### src/rtl/epma_pkg.sv
// Package for the edge period moving average block: defaults, widths and the
// sequencer state type. No dependencies; used by edge_period_moving_average.sv and dv/tb.sv.
`timescale 1ns / 1ps

package epma_pkg;

   localparam int unsigned WINDOW_DEFAULT = 10;

   localparam int unsigned TIME_WIDTH   = 64;
   localparam int unsigned PERIOD_WIDTH = 32;
   localparam int unsigned MEAN_WIDTH   = 40;
   localparam int unsigned HELD_WIDTH   = 4;
   localparam int unsigned FRAC_BITS    = 8;

   typedef enum logic [2:0] {
      ST_IDLE,
      ST_READ,
      ST_UPDATE,
      ST_DIV,
      ST_HOLD
   } seq_state_type;

endpackage

### src/rtl/edge_period_moving_average.sv
// Top level of the edge period moving average: sequencer, running sum and
// output register. Depends on epma_pkg, epma_ram and epma_div.
`timescale 1ns / 1ps

// Each request carries the microsecond timestamp of one rising sensor edge.
// The first request after reset only records its time and produces no
// response. Every later request forms the period since the previous edge
// (saturated to 32 bits, flagged in tuser), stores it in a ring of the last
// WINDOW periods and returns the period together with the mean of the stored
// periods in unsigned Q.8, truncated. The mean is produced by a bit-serial
// divider that yields one quotient bit per cycle while it runs. The block
// takes no new request from acceptance until the response is loaded into the
// output register; a finished response sits in the output register and the
// next request is accepted while it waits. The ring is a plain RAM with no
// reset; entries are used only after being written.

module edge_period_moving_average #(
   parameter int unsigned WINDOW = epma_pkg::WINDOW_DEFAULT
) (
   input  logic        clock,
   input  logic        reset,

   input  logic        req_tvalid,
   output logic        req_tready,
   input  logic [63:0] req_tdata,   // [63:0] edge_time

   output logic        rsp_tvalid,
   input  logic        rsp_tready,
   output logic [79:0] rsp_tdata,   // [31:0] period_us, [71:32] mean_period_q8,
                                    // [75:72] samples_held, [79:76] zero
   output logic [0:0]  rsp_tuser    // [0] period_capped
);

   localparam int unsigned PosWidth = $clog2(WINDOW);
   localparam int unsigned CntWidth = $clog2(WINDOW + 1);
   localparam int unsigned SumWidth = epma_pkg::PERIOD_WIDTH + CntWidth;
   localparam int unsigned DivWidth = SumWidth + epma_pkg::FRAC_BITS;

   epma_pkg::seq_state_type state_ff, state_in;

   logic                              have_edge_ff, have_edge_in;
   logic [epma_pkg::TIME_WIDTH-1:0]   last_time_ff, last_time_in;
   logic [PosWidth-1:0]               pos_ff,       pos_in;
   logic [CntWidth-1:0]               fill_ff,      fill_in;
   logic [SumWidth-1:0]               sum_ff,       sum_in;
   logic [epma_pkg::PERIOD_WIDTH-1:0] period_ff,    period_in;
   logic                              capped_ff,    capped_in;
   logic                              rsp_valid_ff, rsp_valid_in;
   logic [epma_pkg::PERIOD_WIDTH-1:0] out_period_ff, out_period_in;
   logic [epma_pkg::MEAN_WIDTH-1:0]   out_mean_ff,   out_mean_in;
   logic [epma_pkg::HELD_WIDTH-1:0]   out_held_ff,   out_held_in;
   logic                              out_capped_ff, out_capped_in;

   logic [epma_pkg::TIME_WIDTH-1:0]   time_diff;
   logic [epma_pkg::PERIOD_WIDTH-1:0] ring_old;
   logic                              ring_wr;
   logic                              window_full;
   logic                              div_start;
   logic                              div_done;
   logic [DivWidth-1:0]               div_quotient;
   logic [CntWidth+epma_pkg::HELD_WIDTH-1:0] held_wide;
   logic                              req_fire;
   logic                              slot_free;

   assign req_fire    = req_tvalid && req_tready;
   assign slot_free   = !rsp_valid_ff || rsp_tready;
   assign time_diff   = req_tdata - last_time_ff;
   assign window_full = fill_ff == CntWidth'(WINDOW);
   // samples_held is the fill count masked to four bits
   assign held_wide   = {{epma_pkg::HELD_WIDTH{1'b0}}, fill_ff};

   epma_ram #(
      .WIDTH (epma_pkg::PERIOD_WIDTH),
      .DEPTH (WINDOW)
   ) u_ring (
      .clock   (clock),
      .wr_en   (ring_wr),
      .wr_addr (pos_ff),
      .wr_data (period_ff),
      .rd_addr (pos_ff),
      .rd_data (ring_old)
   );

   // the divider loads the sum and fill count as they are being committed
   epma_div #(
      .DIVIDEND_WIDTH (DivWidth),
      .DIVISOR_WIDTH  (CntWidth)
   ) u_div (
      .clock    (clock),
      .reset    (reset),
      .start    (div_start),
      .dividend ({sum_in, {epma_pkg::FRAC_BITS{1'b0}}}),
      .divisor  (fill_in),
      .done     (div_done),
      .quotient (div_quotient)
   );

   always_comb begin
      state_in      = state_ff;
      have_edge_in  = have_edge_ff;
      last_time_in  = last_time_ff;
      pos_in        = pos_ff;
      fill_in       = fill_ff;
      sum_in        = sum_ff;
      period_in     = period_ff;
      capped_in     = capped_ff;
      rsp_valid_in  = rsp_valid_ff && !rsp_tready;
      out_period_in = out_period_ff;
      out_mean_in   = out_mean_ff;
      out_held_in   = out_held_ff;
      out_capped_in = out_capped_ff;
      ring_wr       = 1'b0;
      div_start     = 1'b0;
      req_tready    = 1'b0;

      unique case (state_ff)
         epma_pkg::ST_IDLE: begin
            req_tready = 1'b1;
            if (req_fire) begin
               last_time_in = req_tdata;
               have_edge_in = 1'b1;
               // first edge only records its time
               if (have_edge_ff) begin
                  capped_in = time_diff[epma_pkg::TIME_WIDTH-1:epma_pkg::PERIOD_WIDTH] != '0;
                  period_in = capped_in ? '1 : time_diff[epma_pkg::PERIOD_WIDTH-1:0];
                  state_in  = epma_pkg::ST_READ;
               end
            end
         end
         epma_pkg::ST_READ: begin
            // ring read of the oldest entry lands next cycle
            state_in = epma_pkg::ST_UPDATE;
         end
         epma_pkg::ST_UPDATE: begin
            ring_wr = 1'b1;
            if (window_full) begin
               sum_in = sum_ff - SumWidth'(ring_old) + SumWidth'(period_ff);
            end else begin
               sum_in  = sum_ff + SumWidth'(period_ff);
               fill_in = fill_ff + CntWidth'(1);
            end
            pos_in    = (pos_ff == PosWidth'(WINDOW - 1)) ? '0 : pos_ff + PosWidth'(1);
            // kick the divider with the new sum and fill count
            div_start = 1'b1;
            state_in  = epma_pkg::ST_DIV;
         end
         epma_pkg::ST_DIV: begin
            if (div_done) begin
               state_in = epma_pkg::ST_HOLD;
            end
         end
         epma_pkg::ST_HOLD: begin
            // load the output register once the previous response is gone
            if (slot_free) begin
               rsp_valid_in  = 1'b1;
               out_period_in = period_ff;
               out_mean_in   = div_quotient[epma_pkg::MEAN_WIDTH-1:0];
               out_held_in   = held_wide[epma_pkg::HELD_WIDTH-1:0];
               out_capped_in = capped_ff;
               state_in      = epma_pkg::ST_IDLE;
            end
         end
         default: begin
            state_in = epma_pkg::ST_IDLE;
         end
      endcase
   end

   always_ff @(posedge clock) begin
      if (reset) begin
         state_ff     <= epma_pkg::ST_IDLE;
         have_edge_ff <= 1'b0;
         last_time_ff <= '0;
         pos_ff       <= '0;
         fill_ff      <= '0;
         sum_ff       <= '0;
         rsp_valid_ff <= 1'b0;
      end else begin
         state_ff     <= state_in;
         have_edge_ff <= have_edge_in;
         last_time_ff <= last_time_in;
         pos_ff       <= pos_in;
         fill_ff      <= fill_in;
         sum_ff       <= sum_in;
         rsp_valid_ff <= rsp_valid_in;
      end
   end

   always_ff @(posedge clock) begin
      period_ff     <= period_in;
      capped_ff     <= capped_in;
      out_period_ff <= out_period_in;
      out_mean_ff   <= out_mean_in;
      out_held_ff   <= out_held_in;
      out_capped_ff <= out_capped_in;
   end

   assign rsp_tvalid   = rsp_valid_ff;
   assign rsp_tdata    = {4'b0000, out_held_ff, out_mean_ff, out_period_ff};
   assign rsp_tuser[0] = out_capped_ff;

`ifndef SYNTHESIS
   a_fill_bound: assert property (@(posedge clock) disable iff (reset)
      fill_ff <= CntWidth'(WINDOW))
      else $error("fill count beyond window");

   a_pos_bound: assert property (@(posedge clock) disable iff (reset)
      pos_ff < PosWidth'(WINDOW) || WINDOW == (1 << PosWidth))
      else $error("ring position beyond window");

   a_done_in_div: assert property (@(posedge clock) disable iff (reset)
      div_done |-> state_ff == epma_pkg::ST_DIV)
      else $error("divider finished outside the divide step");

   a_rsp_has_samples: assert property (@(posedge clock) disable iff (reset)
      $rose(rsp_valid_ff) |-> fill_ff != '0 && have_edge_ff)
      else $error("response without a stored period");

   a_full_keeps_fill: assert property (@(posedge clock) disable iff (reset)
      window_full && state_ff == epma_pkg::ST_UPDATE |=> window_full)
      else $error("fill count dropped after window filled");
`endif

endmodule

### src/rtl/epma_ram.sv
// Generic single-write, single-read RAM with registered read data.
// No dependencies; holds the period ring of the edge period moving average.
`timescale 1ns / 1ps

module epma_ram #(
   parameter int unsigned WIDTH = 32,
   parameter int unsigned DEPTH = 10
) (
   input  logic                     clock,
   input  logic                     wr_en,
   input  logic [$clog2(DEPTH)-1:0] wr_addr,
   input  logic [WIDTH-1:0]         wr_data,
   input  logic [$clog2(DEPTH)-1:0] rd_addr,
   output logic [WIDTH-1:0]         rd_data
);

   logic [WIDTH-1:0] mem_ff [DEPTH];
   logic [WIDTH-1:0] rd_data_ff;

   always_ff @(posedge clock) begin
      if (wr_en) begin
         mem_ff[wr_addr] <= wr_data;
      end
      rd_data_ff <= mem_ff[rd_addr];
   end

   assign rd_data = rd_data_ff;

endmodule

### src/rtl/epma_div.sv
// Bit-serial restoring divider: one quotient bit per cycle.
// No dependencies; used by the edge period moving average top level.
`timescale 1ns / 1ps

module epma_div #(
   parameter int unsigned DIVIDEND_WIDTH = 44,
   parameter int unsigned DIVISOR_WIDTH  = 4
) (
   input  logic                      clock,
   input  logic                      reset,
   input  logic                      start,
   input  logic [DIVIDEND_WIDTH-1:0] dividend,
   input  logic [DIVISOR_WIDTH-1:0]  divisor,
   output logic                      done,
   output logic [DIVIDEND_WIDTH-1:0] quotient
);

   localparam int unsigned CountWidth = $clog2(DIVIDEND_WIDTH + 1);

   logic                      busy_ff,  busy_in;
   logic                      done_ff,  done_in;
   logic [CountWidth-1:0]     count_ff, count_in;
   logic [DIVISOR_WIDTH-1:0]  rem_ff,   rem_in;
   logic [DIVIDEND_WIDTH-1:0] quo_ff,   quo_in;
   logic [DIVISOR_WIDTH-1:0]  dvs_ff,   dvs_in;

   logic [DIVISOR_WIDTH:0]    trial;
   logic [DIVISOR_WIDTH:0]    trial_diff;
   logic                      fits;

   assign trial      = {rem_ff, quo_ff[DIVIDEND_WIDTH-1]};
   assign fits       = trial >= {1'b0, dvs_ff};
   assign trial_diff = trial - {1'b0, dvs_ff};

   always_comb begin
      busy_in  = busy_ff;
      done_in  = 1'b0;
      count_in = count_ff;
      rem_in   = rem_ff;
      quo_in   = quo_ff;
      dvs_in   = dvs_ff;
      if (start) begin
         busy_in  = 1'b1;
         count_in = CountWidth'(DIVIDEND_WIDTH);
         rem_in   = '0;
         quo_in   = dividend;
         dvs_in   = divisor;
      end else if (busy_ff) begin
         // shift in the next dividend bit, subtract when it fits
         rem_in   = fits ? trial_diff[DIVISOR_WIDTH-1:0] : trial[DIVISOR_WIDTH-1:0];
         quo_in   = {quo_ff[DIVIDEND_WIDTH-2:0], fits};
         count_in = count_ff - CountWidth'(1);
         if (count_ff == CountWidth'(1)) begin
            busy_in = 1'b0;
            done_in = 1'b1;
         end
      end
   end

   always_ff @(posedge clock) begin
      if (reset) begin
         busy_ff  <= 1'b0;
         done_ff  <= 1'b0;
         count_ff <= '0;
      end else begin
         busy_ff  <= busy_in;
         done_ff  <= done_in;
         count_ff <= count_in;
      end
   end

   always_ff @(posedge clock) begin
      rem_ff <= rem_in;
      quo_ff <= quo_in;
      dvs_ff <= dvs_in;
   end

   assign done     = done_ff;
   assign quotient = quo_ff;

endmodule

### config.mk
export PLATFORM = sky130hd
export DESIGN_NAME = edge_period_moving_average
export DESIGN_NICKNAME = d
export VERILOG_FILES = /design/src/rtl/epma_pkg.sv /design/src/rtl/edge_period_moving_average.sv /design/src/rtl/epma_ram.sv /design/src/rtl/epma_div.sv
export SDC_FILE = /design/constraint.sdc
export NUM_CORES = 1
export LEC_CHECK = 0
export ABC_AREA = 1
export BUFFER_PORTS_ARGS = -buffer_cell sky130_fd_sc_hd__buf_2
export CAP_MARGIN = 10
export CORE_MARGIN = 4
export CORE_UTILIZATION = 40
export DETAILED_ROUTE_END_ITERATION = 10
export SETUP_SLACK_MARGIN = 0.15
export SLEW_MARGIN = 10
export SYNTH_ARGS = -nofsm -noshare
export SYNTH_HDL_FRONTEND = slang
export SYNTH_SLANG_ARGS = --single-unit
### constraint.sdc
create_clock -name clock -period 6.95 [get_ports clock]
set_clock_uncertainty 0.2 [all_clocks]
set_input_delay 1.39 -clock clock [delete_from_list [all_inputs] [get_ports clock]]
set_output_delay 1.39 -clock clock [all_outputs]
set_load 0.05 [all_outputs]
==> results by group <==
Outcome
  • Outcome: finished clean

CTS
  • H-tree Lvls: 3
  • Clock buffer depth: 3
  • Clock slew at reported path FFs: 60 ps
  • Clock sinks: 635
  • # resized after CTS: 0
  • # hold bufs at CTS: 0
  • Root Driver: clkbuf_16
  • Post-CTS setup buffers: 0
  • Worst-Skew Late Latency: 630 ps
  • CTS tree: done
  • Num CTS Buffers: 72

Synthesis
  • Cells after Synth: 4048
  • Top cells by area, synth: edfxtp_1, nand2_1, dfxtp_1
  • Post-synth EDFFs: 470
  • Yosys warns: 0
  • Sequential share of the synthesized area: 50.7%
  • Avg Synthesized Cell Area: 8.48 um^2
  • Post-Synthesis Cell Area: 34300 um^2
  • Primary FF master, synth: edfxtp_1
  • Netlist cell types: 51
  • Post-synth top area share: 41.1%
  • Post-synthesis cell type with the largest combined area: edfxtp_1
  • Synth Register Bits: 635
  • Ys async rst share: 0%

Power and ir drop
  • Largest vdd supply drop: 0.281 mV
  • Final Power: 19.0 mW
  • Leak: 17.2 nW
  • Power per cell area: 488 nW/um^2

Timing
  • RSZ-0062 raised after global routing: no
  • Fin. Hold Viols: 0
  • Max_slew headroom: 25.7%
  • Post-route setup slack: 2600 ps
  • Slew Limit Fails: 0
  • Fmax: 230 MHz
  • # setup viols final: 0
  • Worst-Margin Slew: 1110 ps
  • Final setup TNS: 0 ps
  • Min Hold Slack: 231 ps
  • Tcrit/Tclk final: 62.6%
  • Fin crit period: 4350 ps

Job
  • Number of max-cap violations: 0

Setup path
  • Critical path arrival: 4520 ps
  • R2R depth: 15
  • Crit path max-delay family: simple AND/OR/NAND/NOR gates
  • Slowest-stage cell, CP: edfxtp_1
  • Buffers & Inverters on Critical Path: 2
  • R2R setup slack: 2600 ps
  • Critical Path Most Common Cell: nand2_1
  • Largest stage delay, worst path: 750 ps
  • CP Data Required Time: 7120 ps
  • Crit path kind: reg -> reg
  • Crit start category: flop
  • CP Capture Type: flop
  • FF-to-FF End: u_div.quotient[36]
  • CP max FO: 13
  • Crit path cell chain: inv_1, fa_1, inv_1, ha_1, nand2_1, o21ai_0, a21oi_1, o21ai_0, nand4_1, nand2_1, nand2_1, nand3_1, nand2_1, nand2_1, nand2_1
  • RR Startpoint: period_ff[7]

Cells and area
  • Ant diodes: 0
  • # fillers: 8415
  • Post-Layout Cell Count: 5412
  • Final instance area: 38900 um^2
  • Final Util: 45.7%
  • Nets: 4453
  • Share of cells above drive strength 1: 8.76%
  • Layout area overhead: 13.3%

Die
  • Row cnt: 107
  • Die Ht: 301 um
  • Starting Density: 40.3%
  • Horiz. Die Dim: 301 um
  • Core area: 85100 um^2
  • DIE AREA: 90600 um^2
  • # IOs: 151

Routing
  • Wire per inst: 18.4 um
  • Drt pass-1 iters: 6
  • Vias/cell: 5.06
  • Vias: 27400
  • Post-Route WL: 99.7 mm
  • DRC viols: 0
  • Post-route ant nets: 0
  • Drt initial violations: 1922

Hold path
  • Endpoint of the worst hold-timing path: out_held_ff[2]
  • Hold Crit Class: reg -> reg
  • Worst hold path depth: 0
  • Hold Path Origin: fill_ff[2]

Place
  • I/O Buffers: 146
  • Detailed Place HPWL: 72.2 mm
  • Routability-driven placement congestion ratio: 0.957
  • DP Area: 36500 um^2
  • Post-Place Cells: 5279
  • Dpl ws: 2050 ps

GRT
  • Global-route wire length before repair: 154 mm
  • Largest net degree at the start of global routing: 128
  • Initial antenna violation count: 2
  • Vias in the first global route: 26400
  • Global-route usage over all layers: 21.9%
  • Gr ovfl total: 0
-- synth_stat cells (all sizes together) (4+ instances only) --
| library cell | instances |
|---|---|
| o21a | 8 |
| nand2 | 1152 |
| xor2 | 11 |
| o22ai | 22 |
| nor4 | 10 |
| a21o | 10 |
| a21boi | 5 |
| nand3 | 165 |
| a21oi | 230 |
| inv | 680 |
| edfxtp | 470 |
| a31oi | 4 |
| o21ai | 212 |
| nand4 | 22 |
| a22oi | 139 |
| o211ai | 34 |
| clkbuf | 79 |
| nand3b | 25 |
| ha | 141 |
| nor2 | 300 |
| o21bai | 8 |
| and2 | 4 |
| or2 | 7 |
| fa | 35 |
| dfxtp | 165 |
| buf | 21 |
| xnor2 | 30 |
| nor3 | 39 |
-- layout by cell type (no fill, tap or decap), drive strengths merged, types with 29 or more instances in the layout --
| cell | count |
|---|---|
| a21oi | 230 |
| a22oi | 139 |
| buf | 184 |
| clkbuf | 83 |
| clkinv | 29 |
| dfxtp | 165 |
| edfxtp | 470 |
| fa | 35 |
| ha | 141 |
| inv | 689 |
| nand2 | 1152 |
| nand3 | 165 |
| nor2 | 300 |
| nor3 | 39 |
| o211ai | 34 |
| o21ai | 212 |
| xnor2 | 30 |
-- worst max-delay path by stage --
stage	startpoint	endpoint	slack, ps	cells past startpoint
final	period_ff[7]	u_div.quotient[36]	2600	15
after global routing	period_ff[7]	u_div.quotient[36]	2320	15
after detailed placement	req_tdata[0]	period_ff[8]	2050	20
after CTS	period_ff[7]	u_div.quotient[36]	2570	15
after floorplan	rsp_tready	out_held_ff[0]	1020	2
after global placement	req_tdata[0]	period_ff[2]	2130	20
-- flip-flops by register name (all words and copies together) (netlist names), 3 cells and up --
register and count:
fill_ff 4, last_time_ff 64, out_held_ff 4, out_mean_ff 40
out_period_ff 32, period_ff 32, pos_ff 4, state_ff 3
sum_ff 36, u_div.count_ff 6, u_div.dvs_ff 4, u_div.quotient 44
u_div.rem_ff 4, u_ring.mem_ff 320, u_ring.rd_data 32
-- metal layers --
| layer | GRT usage, % | wire length, um | share of wire [%] |
|---|---|---|---|
| met5 | 0 | 0 | 0 |
| met4 | 5.20 | 2300 | 2.3 |
| met3 | 2.83 | 5680 | 5.7 |
| met2 | 37.8 | 48000 | 48 |
| met1 | 29.3 | 43700 | 44 |
-- kinds of logic (layout without fill, tap and decap cells) --
logic type | Yosys count | in the layout | share of synthesized area (%)
simple gates | 1728 | 1728 | 20.7
buf+inv | 783 | 1000 | 8.70
compound gates | 683 | 683 | 11.6
flops | 635 | 635 | 50.7
fa+ha+maj | 176 | 176 | 7.18
xor+xnor | 41 | 41 | 1.05
other cells | 1 | 4 | 0.0109
mux | 1 | 1 | 0.0328
-- worst reg2reg max path, cell delays in order (launching register included) --
cell	delay, ps
edfxtp_1	750
inv_1	150
fa_1	520
inv_1	50
ha_1	350
nand2_1	110
o21ai_0	170
a21oi_1	110
o21ai_0	730
nand4_1	320
nand2_1	150
nand2_1	50
nand3_1	100
nand2_1	170
nand2_1	120
nand2_1	50
-- report_power, final --
part	internal, mW	leakage [nW]	total, mW	switching [mW]
clock network	2.27	1.17	3.85	1.59
registers	4.66	5.29	4.93	0.270
logic	3.14	10.7	10.2	7.06
total	10.1	17.2	19.0	8.92
-- cell type report --
type	instances	area (um^2)	area share (%)
flip-flops and latches	635	17400	44.8
multi-input cells	2633	14100	36.2
inverters	683	2560	6.59
clock buffers	83	1880	4.84
well taps	1144	1430	3.68
repair buffers	184	1020	2.61
clock inverters	50	524	1.35
Power figures use the tool's default switching activity.
